--- src/rtl/dvru_pkg.sv ---
// Shared types and constants for the distance-vector route update unit.
// No dependencies; imported by distance_vector_route_update_unit and dvru_engine.
package dvru_pkg;

   localparam int TABLE_DEPTH = 64;
   localparam int SLOT_W      = $clog2(TABLE_DEPTH);
   localparam int COUNT_W     = $clog2(TABLE_DEPTH + 1);

   localparam int REQ_DATA_W  = 56;
   localparam int REQ_USER_W  = 1;
   localparam int RSP_DATA_W  = 32;
   localparam int RSP_USER_W  = 3;

   typedef enum logic [0:0] {
      OP_LOAD   = 1'b0,
      OP_ADVERT = 1'b1
   } opcode_type;

   typedef enum logic [2:0] {
      STAT_ADDED     = 3'd0,
      STAT_REFRESHED = 3'd1,
      STAT_REROUTED  = 3'd2,
      STAT_KEPT      = 3'd3,
      STAT_DUPLICATE = 3'd4,
      STAT_FULL      = 3'd5
   } status_type;

   typedef enum logic [1:0] {
      S_IDLE,
      S_SCAN,
      S_DECIDE
   } state_type;

   typedef struct packed {
      opcode_type  opcode;
      logic [31:0] net_id;
      logic [7:0]  distance;
      logic [15:0] router_id;
   } req_item_type;

   typedef struct packed {
      status_type  status;
      logic [5:0]  slot;
      logic [7:0]  route_distance;
      logic [15:0] route_next_hop;
   } rsp_item_type;

   // one table row as held in the RAM
   typedef struct packed {
      logic [31:0] net;
      logic [7:0]  distance;
      logic [15:0] next_hop;
   } entry_type;

   localparam int ENTRY_W = $bits(entry_type);

   typedef struct packed {
      logic start;
      logic out_free;
   } engine_ctrl_type;

   typedef struct packed {
      logic idle;
      logic done;
   } engine_stat_type;

endpackage

--- src/rtl/distance_vector_route_update_unit.sv ---
// Route table update unit: a 64-entry table searched one slot per cycle.
// A request is answered after a scan of the used slots (up to the fill count) through
// the single-read-port RAM; an item is taken only when the previous one is done.
// Reset (synchronous, active high) empties the table by clearing the fill count.
// Depends on dvru_pkg and dvru_engine.
module distance_vector_route_update_unit (
   input  logic                             clock,
   input  logic                             reset,
   input  logic                             req_tvalid,
   output logic                             req_tready,
   // [31:0] net_id, [39:32] distance, [55:40] router_id
   input  logic [dvru_pkg::REQ_DATA_W-1:0]  req_tdata,
   // [0] opcode
   input  logic [dvru_pkg::REQ_USER_W-1:0]  req_tuser,
   output logic                             rsp_tvalid,
   input  logic                             rsp_tready,
   // [5:0] slot, [13:6] route_distance, [29:14] route_next_hop, [31:30] zero
   output logic [dvru_pkg::RSP_DATA_W-1:0]  rsp_tdata,
   // [2:0] status
   output logic [dvru_pkg::RSP_USER_W-1:0]  rsp_tuser
);
   import dvru_pkg::*;

   engine_ctrl_type ctrl;
   engine_stat_type stat;
   req_item_type    req_item;
   rsp_item_type    eng_rsp;

   logic            rsp_valid_ff, rsp_valid_in;
   rsp_item_type    rsp_item_ff, rsp_item_in;

   assign req_item.opcode    = opcode_type'(req_tuser[0]);
   assign req_item.net_id    = req_tdata[31:0];
   assign req_item.distance  = req_tdata[39:32];
   assign req_item.router_id = req_tdata[55:40];

   assign req_tready    = stat.idle;
   assign ctrl.start    = req_tvalid & stat.idle;
   assign ctrl.out_free = ~rsp_valid_ff | rsp_tready;

   dvru_engine u_engine (
      .clock    (clock),
      .reset    (reset),
      .ctrl     (ctrl),
      .req_item (req_item),
      .stat     (stat),
      .rsp_item (eng_rsp)
   );

   // response holding register; engine only finishes when it is free
   always_comb begin
      rsp_valid_in = rsp_valid_ff & ~rsp_tready;
      rsp_item_in  = rsp_item_ff;
      if (stat.done) begin
         rsp_valid_in = 1'b1;
         rsp_item_in  = eng_rsp;
      end
   end

   always_ff @(posedge clock) begin
      if (reset) begin
         rsp_valid_ff <= 1'b0;
      end else begin
         rsp_valid_ff <= rsp_valid_in;
      end
      rsp_item_ff <= rsp_item_in;
   end

   assign rsp_tvalid = rsp_valid_ff;
   assign rsp_tuser  = rsp_item_ff.status;
   assign rsp_tdata  = {2'b00, rsp_item_ff.route_next_hop,
                        rsp_item_ff.route_distance, rsp_item_ff.slot};

endmodule

--- src/rtl/dvru_ram.sv ---
// Generic simple dual-port RAM: one write port, one read port, registered read.
// No dependencies.
module dvru_ram #(
   parameter int WIDTH = 8,
   parameter int DEPTH = 64
) (
   input  logic                     clock,
   input  logic                     wr_en,
   input  logic [$clog2(DEPTH)-1:0] wr_addr,
   input  logic [WIDTH-1:0]         wr_data,
   input  logic                     rd_en,
   input  logic [$clog2(DEPTH)-1:0] rd_addr,
   output logic [WIDTH-1:0]         rd_data
);

   logic [WIDTH-1:0] mem_ff [DEPTH];
   logic [WIDTH-1:0] rd_data_ff;

   always_ff @(posedge clock) begin
      if (wr_en) begin
         mem_ff[wr_addr] <= wr_data;
      end
      if (rd_en) begin
         rd_data_ff <= mem_ff[rd_addr];
      end
   end

   assign rd_data = rd_data_ff;

endmodule

--- src/rtl/dvru_engine.sv ---
// Search and update sequencer for the route table.
// Depends on dvru_pkg and dvru_ram (table storage).
module dvru_engine (
   input  logic                     clock,
   input  logic                     reset,
   input  dvru_pkg::engine_ctrl_type ctrl,
   input  dvru_pkg::req_item_type   req_item,
   output dvru_pkg::engine_stat_type stat,
   output dvru_pkg::rsp_item_type   rsp_item
);
   import dvru_pkg::*;

   state_type          state_ff, state_in;
   logic [COUNT_W-1:0] count_ff, count_in;
   logic [COUNT_W-1:0] idx_ff, idx_in;
   logic [SLOT_W-1:0]  cmp_ff, cmp_in;
   logic               found_ff, found_in;
   logic [SLOT_W-1:0]  slot_ff, slot_in;
   entry_type          hit_ff, hit_in;
   req_item_type       item_ff, item_in;

   logic               rd_en;
   logic [SLOT_W-1:0]  rd_addr;
   logic [ENTRY_W-1:0] rd_raw;
   entry_type          rd_entry;
   logic               wr_en;
   logic [SLOT_W-1:0]  wr_addr;
   entry_type          wr_entry;
   logic               match;
   logic               table_full;
   logic [SLOT_W+5:0]  slot_ext;
   logic [7:0]         adj_dist;

   dvru_ram #(
      .WIDTH (ENTRY_W),
      .DEPTH (TABLE_DEPTH)
   ) u_table (
      .clock   (clock),
      .wr_en   (wr_en),
      .wr_addr (wr_addr),
      .wr_data (wr_entry),
      .rd_en   (rd_en),
      .rd_addr (rd_addr),
      .rd_data (rd_raw)
   );

   assign rd_entry   = entry_type'(rd_raw);
   assign match      = (rd_entry.net == item_ff.net_id);
   assign table_full = (count_ff == COUNT_W'(TABLE_DEPTH));

   // advertised distance gains one hop, saturating
   always_comb begin
      if (req_item.opcode == OP_ADVERT && req_item.distance != 8'hFF) begin
         adj_dist = req_item.distance + 8'd1;
      end else begin
         adj_dist = req_item.distance;
      end
   end

   always_ff @(posedge clock) begin
      if (reset) begin
         state_ff <= S_IDLE;
         count_ff <= '0;
      end else begin
         state_ff <= state_in;
         count_ff <= count_in;
      end
      idx_ff   <= idx_in;
      cmp_ff   <= cmp_in;
      found_ff <= found_in;
      slot_ff  <= slot_in;
      hit_ff   <= hit_in;
      item_ff  <= item_in;
   end

   // next state
   always_comb begin
      state_in = state_ff;
      case (state_ff)
         S_IDLE: begin
            if (ctrl.start) begin
               state_in = (count_ff == '0) ? S_DECIDE : S_SCAN;
            end
         end
         S_SCAN: begin
            if (match || idx_ff == count_ff) begin
               state_in = S_DECIDE;
            end
         end
         S_DECIDE: begin
            if (ctrl.out_free) begin
               state_in = S_IDLE;
            end
         end
         default: state_in = S_IDLE;
      endcase
   end

   // datapath and outputs
   always_comb begin
      count_in  = count_ff;
      idx_in    = idx_ff;
      cmp_in    = cmp_ff;
      found_in  = found_ff;
      slot_in   = slot_ff;
      hit_in    = hit_ff;
      item_in   = item_ff;
      rd_en     = 1'b0;
      rd_addr   = idx_ff[SLOT_W-1:0];
      wr_en     = 1'b0;
      wr_addr   = slot_ff;
      wr_entry  = hit_ff;
      stat.idle = 1'b0;
      stat.done = 1'b0;
      rsp_item  = '0;
      slot_ext  = {6'd0, slot_ff};

      case (state_ff)
         S_IDLE: begin
            stat.idle = 1'b1;
            if (ctrl.start) begin
               item_in          = req_item;
               item_in.distance = adj_dist;
               found_in         = 1'b0;
               // first read goes out with the accept
               rd_en            = 1'b1;
               rd_addr          = '0;
               cmp_in           = '0;
               idx_in           = COUNT_W'(1);
            end
         end
         S_SCAN: begin
            // rd_entry holds slot cmp_ff; idx_ff is the next slot to fetch
            if (match) begin
               found_in = 1'b1;
               slot_in  = cmp_ff;
               hit_in   = rd_entry;
            end else if (idx_ff != count_ff) begin
               rd_en  = 1'b1;
               cmp_in = idx_ff[SLOT_W-1:0];
               idx_in = idx_ff + COUNT_W'(1);
            end
         end
         S_DECIDE: begin
            if (!found_ff) begin
               if (table_full) begin
                  rsp_item.status = STAT_FULL;
               end else begin
                  slot_ext                = {6'd0, count_ff[SLOT_W-1:0]};
                  wr_en                   = ctrl.out_free;
                  wr_addr                 = count_ff[SLOT_W-1:0];
                  wr_entry.net            = item_ff.net_id;
                  wr_entry.distance       = item_ff.distance;
                  wr_entry.next_hop       = item_ff.router_id;
                  rsp_item.status         = STAT_ADDED;
                  rsp_item.slot           = slot_ext[5:0];
                  rsp_item.route_distance = item_ff.distance;
                  rsp_item.route_next_hop = item_ff.router_id;
                  if (ctrl.out_free) begin
                     count_in = count_ff + COUNT_W'(1);
                  end
               end
            end else begin
               rsp_item.slot           = slot_ext[5:0];
               rsp_item.route_distance = hit_ff.distance;
               rsp_item.route_next_hop = hit_ff.next_hop;
               if (item_ff.opcode == OP_LOAD) begin
                  rsp_item.status = STAT_DUPLICATE;
               end else if (hit_ff.next_hop == item_ff.router_id) begin
                  wr_en                   = ctrl.out_free;
                  wr_entry.distance       = item_ff.distance;
                  rsp_item.status         = STAT_REFRESHED;
                  rsp_item.route_distance = item_ff.distance;
               end else if (hit_ff.distance > item_ff.distance) begin
                  wr_en                   = ctrl.out_free;
                  wr_entry.distance       = item_ff.distance;
                  wr_entry.next_hop       = item_ff.router_id;
                  rsp_item.status         = STAT_REROUTED;
                  rsp_item.route_distance = item_ff.distance;
                  rsp_item.route_next_hop = item_ff.router_id;
               end else begin
                  rsp_item.status = STAT_KEPT;
               end
            end
            stat.done = ctrl.out_free;
         end
         default: ;
      endcase
   end

endmodule
--- config.mk ---
export PLATFORM = sky130hd
export DESIGN_NAME = distance_vector_route_update_unit
export DESIGN_NICKNAME = d
export VERILOG_FILES = /design/src/rtl/dvru_pkg.sv /design/src/rtl/distance_vector_route_update_unit.sv /design/src/rtl/dvru_ram.sv /design/src/rtl/dvru_engine.sv
export SDC_FILE = /design/constraint.sdc
export NUM_CORES = 2
export LEC_CHECK = 0
export ABC_CLOCK_PERIOD_IN_PS = 18200
export BUFFER_PORTS_ARGS = -buffer_cell sky130_fd_sc_hd__buf_2
export CORE_MARGIN = 5
export CORE_UTILIZATION = 35
export DETAILED_ROUTE_END_ITERATION = 10
export MAX_ROUTING_LAYER = met4
export PLACE_DENSITY_LB_ADDON = 0.1
export SYNTH_ARGS = -nofsm -noshare
export SYNTH_HDL_FRONTEND = slang
export SYNTH_SLANG_ARGS = --single-unit
export TNS_END_PERCENT = 50
--- constraint.sdc ---
create_clock -name clock -period 18.2 [get_ports clock]
set_input_delay 0.91 -clock clock [delete_from_list [all_inputs] [get_ports clock]]
set_output_delay 0.91 -clock clock [all_outputs]
set_load 0.05 [all_outputs]
# Word-level counts from Yosys, hierarchy flattened
# Memory sizes are Yosys's and may differ from the RTL's. A register that Yosys moved wholly into a read port is not among the register bits.
# Cells that the tools add are included.
dict set report op_classes {
  n_reduce_logical 11
  div_mod_pow 0
  order_cmp 1
  n_addsub 3
  shifts 0
  multipliers 0
  eq_ne 14
  n_bitwise 7
  mux 51
}
# operator n
set op_table {}
lappend op_table {{56-bit 2-to-1 mux} 2}
lappend op_table {{24-bit 2-to-1 mux} 3}
lappend op_table {{6-bit 2-to-1 mux} 8}
lappend op_table {{33-bit 2-to-1 mux} 1}
lappend op_table {{32-bit == test} 1}
lappend op_table {{32-bit 2-to-1 mux} 1}
lappend op_table {{30-bit 2-to-1 mux} 1}
lappend op_table {{7-bit 2-to-1 mux} 3}
lappend op_table {{1-bit 2-to-1 mux} 17}
lappend op_table {{16-bit == test} 1}
lappend op_table {{16-bit 2-to-1 mux} 1}
lappend op_table {{8-bit 2-to-1 mux} 2}
lappend op_table {{7-bit by 1-bit adder with 7-bit output (second input constant)} 2}
lappend op_table {{7-bit one-hot mux with 2 select lines} 1}
lappend op_table {{6-bit one-hot mux with 2 select lines} 1}
lappend op_table {{2-bit 2-to-1 mux} 5}
lappend op_table {{8-bit by 1-bit adder with 8-bit output (second input constant)} 1}
lappend op_table {{8-bit greater-than comparator} 1}
lappend op_table {{2-bit by 1-bit != test with 1-bit output (second input constant)} 4}
lappend op_table {{8-bit != test (second input constant)} 1}
lappend op_table {{4-bit AND reduction} 2}
lappend op_table {{7-bit == test} 1}
lappend op_table {{7-bit == test (second input constant)} 1}
lappend op_table {{7-bit logical NOT} 1}
lappend op_table {{other kinds (16)} 25}
dict set report word_totals {
  inputBits 61
  memories 1
  ramBits 3584
  out_inout_bits 37
  latch_bits 0
  rom_bits 0
  register_bits 176
}
# name words word_bits rd rd_ports_with_merged_regs write_ports line
set mem_list {}
lappend mem_list {u_engine.u_table.mem_ff 64 56 1 1 1 dvru_ram.sv:16} ;# logic [WIDTH-1:0] mem_ff [DEPTH];

# Longest topological paths before layout
dict set report depth {
  ltp_word 9
  mapped_depth 12
  ltp_nobuf 8
}

# Hierarchy
# Synthesis repeated with hierarchy kept, for this count alone.
dict set report unflattened {
  cells_unflattened 6469
  area_unflattened_um2 145470.8
}
# mod area_per_inst_um2 cells_each seq_area_each_um2 instances
set by_module_without_submodules {}
lappend by_module_without_submodules {dvru_ram 137544.4 5949 109304.8 1}
lappend by_module_without_submodules {dvru_engine 6864.1 479 4174.0 1}
lappend by_module_without_submodules {distance_vector_route_update_unit 1062.3 41 1011.0 1}

# Worst setup path before layout
# OpenSTA, ideal clock, no wires.
dict set report synth_timing {
  path_type {input to register}
  startpoint {input rsp_tready}
  endpoint {memory u_engine.u_table.mem_ff[10][0] (netlist name) (enable)}
  t_arrival_ns 7.395
  t_required_ns 17.647
  path_buffers 1
  path_slack_ns 10.251
  path_stages 5
  setup_time_ns 0.553
  path_cell_list {nor2b_1 > nor2_1 > o2111ai_1 > clkbuf_1 > a211oi_1}
}
dict set report synth_between {
  elab_chain_len 8
  word_cells_on_any_way 9
}
# element line
set synth_rtl {}
lappend synth_rtl {{from (decl)} distance_vector_route_update_unit.sv:16} ;# input logic rsp_tready,
lappend synth_rtl {{1-bit bitwise OR *} distance_vector_route_update_unit.sv:39} ;# assign ctrl.out_free = ~rsp_valid_ff | rsp_tready;
lappend synth_rtl {{1-bit 2-to-1 mux} dvru_engine.sv:174} ;# end else if (hit_ff.distance > item_ff.distance) begin
lappend synth_rtl {{1-bit 2-to-1 mux} dvru_engine.sv:169} ;# end else if (hit_ff.next_hop == item_ff.router_id) begin
lappend synth_rtl {{1-bit 2-to-1 mux} dvru_engine.sv:167} ;# if (item_ff.opcode == OP_LOAD) begin
lappend synth_rtl {{1-bit 2-to-1 mux *} dvru_engine.sv:145} ;# if (!found_ff) begin
lappend synth_rtl {{1-bit 2-to-1 mux *} dvru_engine.sv:118} ;# case (state_ff)
lappend synth_rtl {{1-bit 2-to-1 mux *} dvru_ram.sv:20} ;# if (wr_en) begin
lappend synth_rtl {{1-bit 2-to-1 mux (not written as such) *} dvru_ram.sv:21} ;# mem_ff[wr_addr] <= wr_data;
lappend synth_rtl {{to (decl)} dvru_ram.sv:16}
# Mark *: on every way between the ends. The rest lies on a longest branch, timed or not.

# Worst setup path after layout
dict set report layout_timing {
  startpoint {register u_engine.idx_ff[0]}
  endpoint {register u_engine.u_table.rd_data_ff[20], in the netlist u_engine.u_table.rd_data[20], read port of u_engine.u_table.mem_ff (data pin)}
}
dict set report layout_between {
  elab_chain_len 4
  word_cells_on_any_way 6
}
# element line
set layout_rtl {}
lappend layout_rtl {{from (decl)} dvru_engine.sv:15} ;# logic [COUNT_W-1:0] idx_ff, idx_in;
lappend layout_rtl {{from (signal assigned)} dvru_engine.sv:68} ;# idx_ff <= idx_in;
lappend layout_rtl {{7-bit != test} dvru_engine.sv:138} ;# end else if (idx_ff != count_ff) begin
lappend layout_rtl {{1-bit 2-to-1 mux} dvru_engine.sv:138}
lappend layout_rtl {{1-bit 2-to-1 mux} dvru_engine.sv:134} ;# if (match) begin
lappend layout_rtl {{1-bit one-hot mux with 2 select lines} dvru_engine.sv:118}
lappend layout_rtl {{to (decl)} dvru_ram.sv:17} ;# logic [WIDTH-1:0] rd_data_ff;
# Several ways; a longest one is shown, not always the timed one.
# A chain may end at the register's enable or synchronous reset.

==> key figures <==
Run status
  – Outcome: finished with violations
  – Violated checks: capacitance limit

STA
  – Final Cycle Share: 0.334
  – Clk_skew: about 64 ps
  – RSZ-0062 raised after global routing: no
  – Fin worst setup slack: approximately 12000 ps
  – Tightest Pin Transition: 1480 ps
  – Endpoints failing hold: 0
  – Final Critical Period: 6080 ps
  – Setup total negative slack: 0 ps
  – Slew headroom: 0.00810
  – Number of max-slew violations in the final report: 0
  – Setup-failing EPs final: 0
  – FMAX: 165 MHz

Finish
  – Proportion of layout cells with a drive suffix above 1: 0.178
  – Synthesis-to-layout area growth: 14.7%
  – Multi-input gate area: roughly 0.035 mm^2
  – Design Area, Final: 0.173 mm^2
  – Final #Nets: 9312
  – Fill cells: between 30000 and 40000
  – FF+latch area: about 0.11 mm^2

Logic synthesis
  – Post-synth EDFFs: 3806
  – Async S/R FF share, synth: 0
  – Top FF cell, synth: edfxtp_1
  – Syn Inst Count: approximately 9000
  – Top cell type's share of synthesized area: 0.757
  – Post-synthesis sequential area ratio: 0.758
  – Synth warn: 0
  – Cell variety after synth: between 70 and 80
  – Yosys reg bits: between 3000 and 4000
  – Syn_area_per_cell: about 17 um^2
  – Area leader, netlist: edfxtp_1
  – Post-Syn Area: 0.151 mm^2
  – Synth area leaders: edfxtp_1 (76%), mux2i_1 (2.9%), mux4_2 (2.8%)

Clock network
  – # resized after CTS: 0
  – Clock sinks: 3816
  – Setup bufs post-CTS: 0
  – Clk_lat worst skew: 1000 ps
  – Root Driver: clkbuf_16
  – CTS Hold Bufs: 1
  – Clock buffer depth: 4
  – CTS tree: done
  – Worst-path clk slew: approximately 70 ps
  – CTS Buf Count: 419
  – Htree depth: 5

Power and ir drop
  – Clock share of power: 0.414
  – Sw Share: 0.253
  – Int Power: 15.0 mW
  – Tot Pwr: 20.1 mW
  – Peak VDD IR: approximately 0.000075 V
  – Pwr Density: approximately 120 mW/mm^2
  – LEAKAGE: 55.5 nW
  – Power share of the sequential group: 0.493
  – Psw: 5.08 mW
  – Comb power frac: 0.093

Global route
  – Vias in the first global route: a little under 90000
  – Total GRT Usage: 0.266
  – Largest net degree at the start of global routing: 119
  – GR Overflow Total: 0
  – First-pass GRT wire length: 791 mm
  – Initial antenna violation count: 46

Drt
  – Routed Antenna Nets: 0
  – First DRT Iteration DRCs: 13006
  – Vias per inst: between 5 and 6
  – Via Count: 91775
  – Average routed wire per standard cell: between 30 and 40 um
  – Pre-antenna DRT Iters: 8
  – Detailed Route WL: around 590 mm
  – DRC: 0

Job
  – Max-cap viol count: 1

Die
  – DIE HEIGHT: between 600 and 700 um
  – Initial Util: 0.351
  – Row count: between 200 and 250
  – # IOs: 98
  – Die X: roughly 670 um
  – DIE AREA: 0.445 mm^2
  – Core ar.: 0.430 mm^2

Place
  – Final GP Congestion: approximately 0.83
  – Dpl ws: 12240 ps
  – Area after DPL: 0.160 mm^2
  – Port buffer count: 95
  – Hpwl dp: 327 mm

Worst setup path
  – Critical Path Start Type: flop
  – Data required, critical path: about 19000 ps
  – Critical path class: flop to flop
  – Critical Path AT: approximately 6800 ps
  – Largest fanout on the critical path: between 50 and 60
  – Crit path capture type: flop

Hold path
  – Hold crit path type: input pin to flop
[stage by stage]
| step | utilization | cells | hold slack [ps] |
|---|---|---|---|
| after floorplan | - | 9020 | 400 |
| after global placement | 0.371 | 14527 | 401 |
| after detailed placement | 0.371 | 14527 | 405 |
| after CTS | 0.402 | 15302 | 4.14 |
| after global routing | 0.402 | 15307 | 34.0 |
| final | 0.402 | 15317 | 94.0 |
[critical path, stage by stage (launching register included)]
cell      delay, ps
edfxtp_1        500
buf_4           330
buf_4           450
nand2_8         590
buf_4           800
buf_4           890
mux2i_1         300
a221oi_1        110
a311oi_1       1140
nor4_1          160
[cells in the mapped netlist (92+ instances only)]
master / number
mux2i_1: 434
edfxtp_1: 3806
a211oi_1: 210
o22ai_1: 150
nand3_1: 194
o221ai_1: 92
a21oi_1: 437
nor2_1: 228
buf_2: 233
mux4_2: 186
o21ai_0: 387
nand2_1: 695
clkbuf_1: 322
mux2_2: 325
[cell usage in the layout (no fill, tap or decap), drive strengths merged, types with 47 or more instances in the layout]
| cell | instances |
|---|---|
| edfxtp | 3806 |
| nand2 | 697 |
| clkbuf | 509 |
| buf | 442 |
| a21oi | 437 |
| mux2i | 434 |
| o21ai | 391 |
| mux2 | 325 |
| nor2 | 230 |
| a211oi | 210 |
| clkinv | 202 |
| nand3 | 195 |
| mux4 | 186 |
| o22ai | 150 |
| o221ai | 92 |
| o211ai | 88 |
| a221oi | 87 |
| a32oi | 69 |
| inv | 66 |
| and3 | 65 |
| a31oi | 64 |
| nand4 | 47 |
[cell families after synthesis]
kind of cell | after synthesis | synth area share
buf+inv | 698 | 0.0201
mux | 945 | 0.0808
fa+ha+maj | 12 | 0.000995
xor+xnor | 70 | 0.00406
flops | 3816 | 0.758
other cells | 1 | 0.0000248
compound gates | 2051 | 0.0929
simple gates | 1426 | 0.0426
[power groups by stage]
stage               clock [mW]  combinational [mW]  sequential [mW]
global placement             0                1.84             10.1
detailed placement           0                1.85             10.1
floorplan                    0               0.964             10.0
CTS                       8.46                1.86             9.90
global route              8.83                1.94             9.89
finish                    8.32                1.87             9.90
[flip-flops by register name, summed over array words and instances (netlist names), 2 cells and up]
register / flops
u_engine.u_table.mem_ff: 3584
u_engine.hit_ff: 56
u_engine.idx_ff: 7
rsp_tuser: 3
u_engine.count_ff: 7
u_engine.item_ff: 57
rsp_tdata: 30
u_engine.state_ff: 2
u_engine.u_table.rd_data: 56
u_engine.slot_ff: 6
u_engine.cmp_ff: 6
[final timing paths]
kind	startpoint	end	slack, ps	depth (start not counted)
min	req_tdata[19]	u_engine.item_ff[43]	90	1
max	u_engine.idx_ff[0]	u_engine.u_table.rd_data[20]	12120	9
max reg2reg	u_engine.idx_ff[0]	u_engine.u_table.rd_data[20]	12120	9
min reg2reg	u_engine.cmp_ff[0]	u_engine.slot_ff[0]	420	0
[area by class of cell]
cell class                      instances  share of cell area
Clock buffer                          509              0.0630
Tap cell                             5710              0.0413
Multi-Input combinational cell       4506               0.200
Timing Repair Buffer                  443              0.0193
Antenna cell                           15            0.000217
Sequential cell                      3816               0.661
Inverter                               53             0.00123
Clock inverter                        265              0.0134
[layer usage]
metal | track usage | up-vias | part of all wire
met4 | 0.0658 | 0 | 0.027
met5 | - | - | 0
met3 | 0.0402 | 768 | 0.079
met2 | 0.402 | 4591 | 0.46
met1 | 0.377 | 49569 | 0.44
li1 | - | 36847 | -
Power figures use the tool's default switching activity.
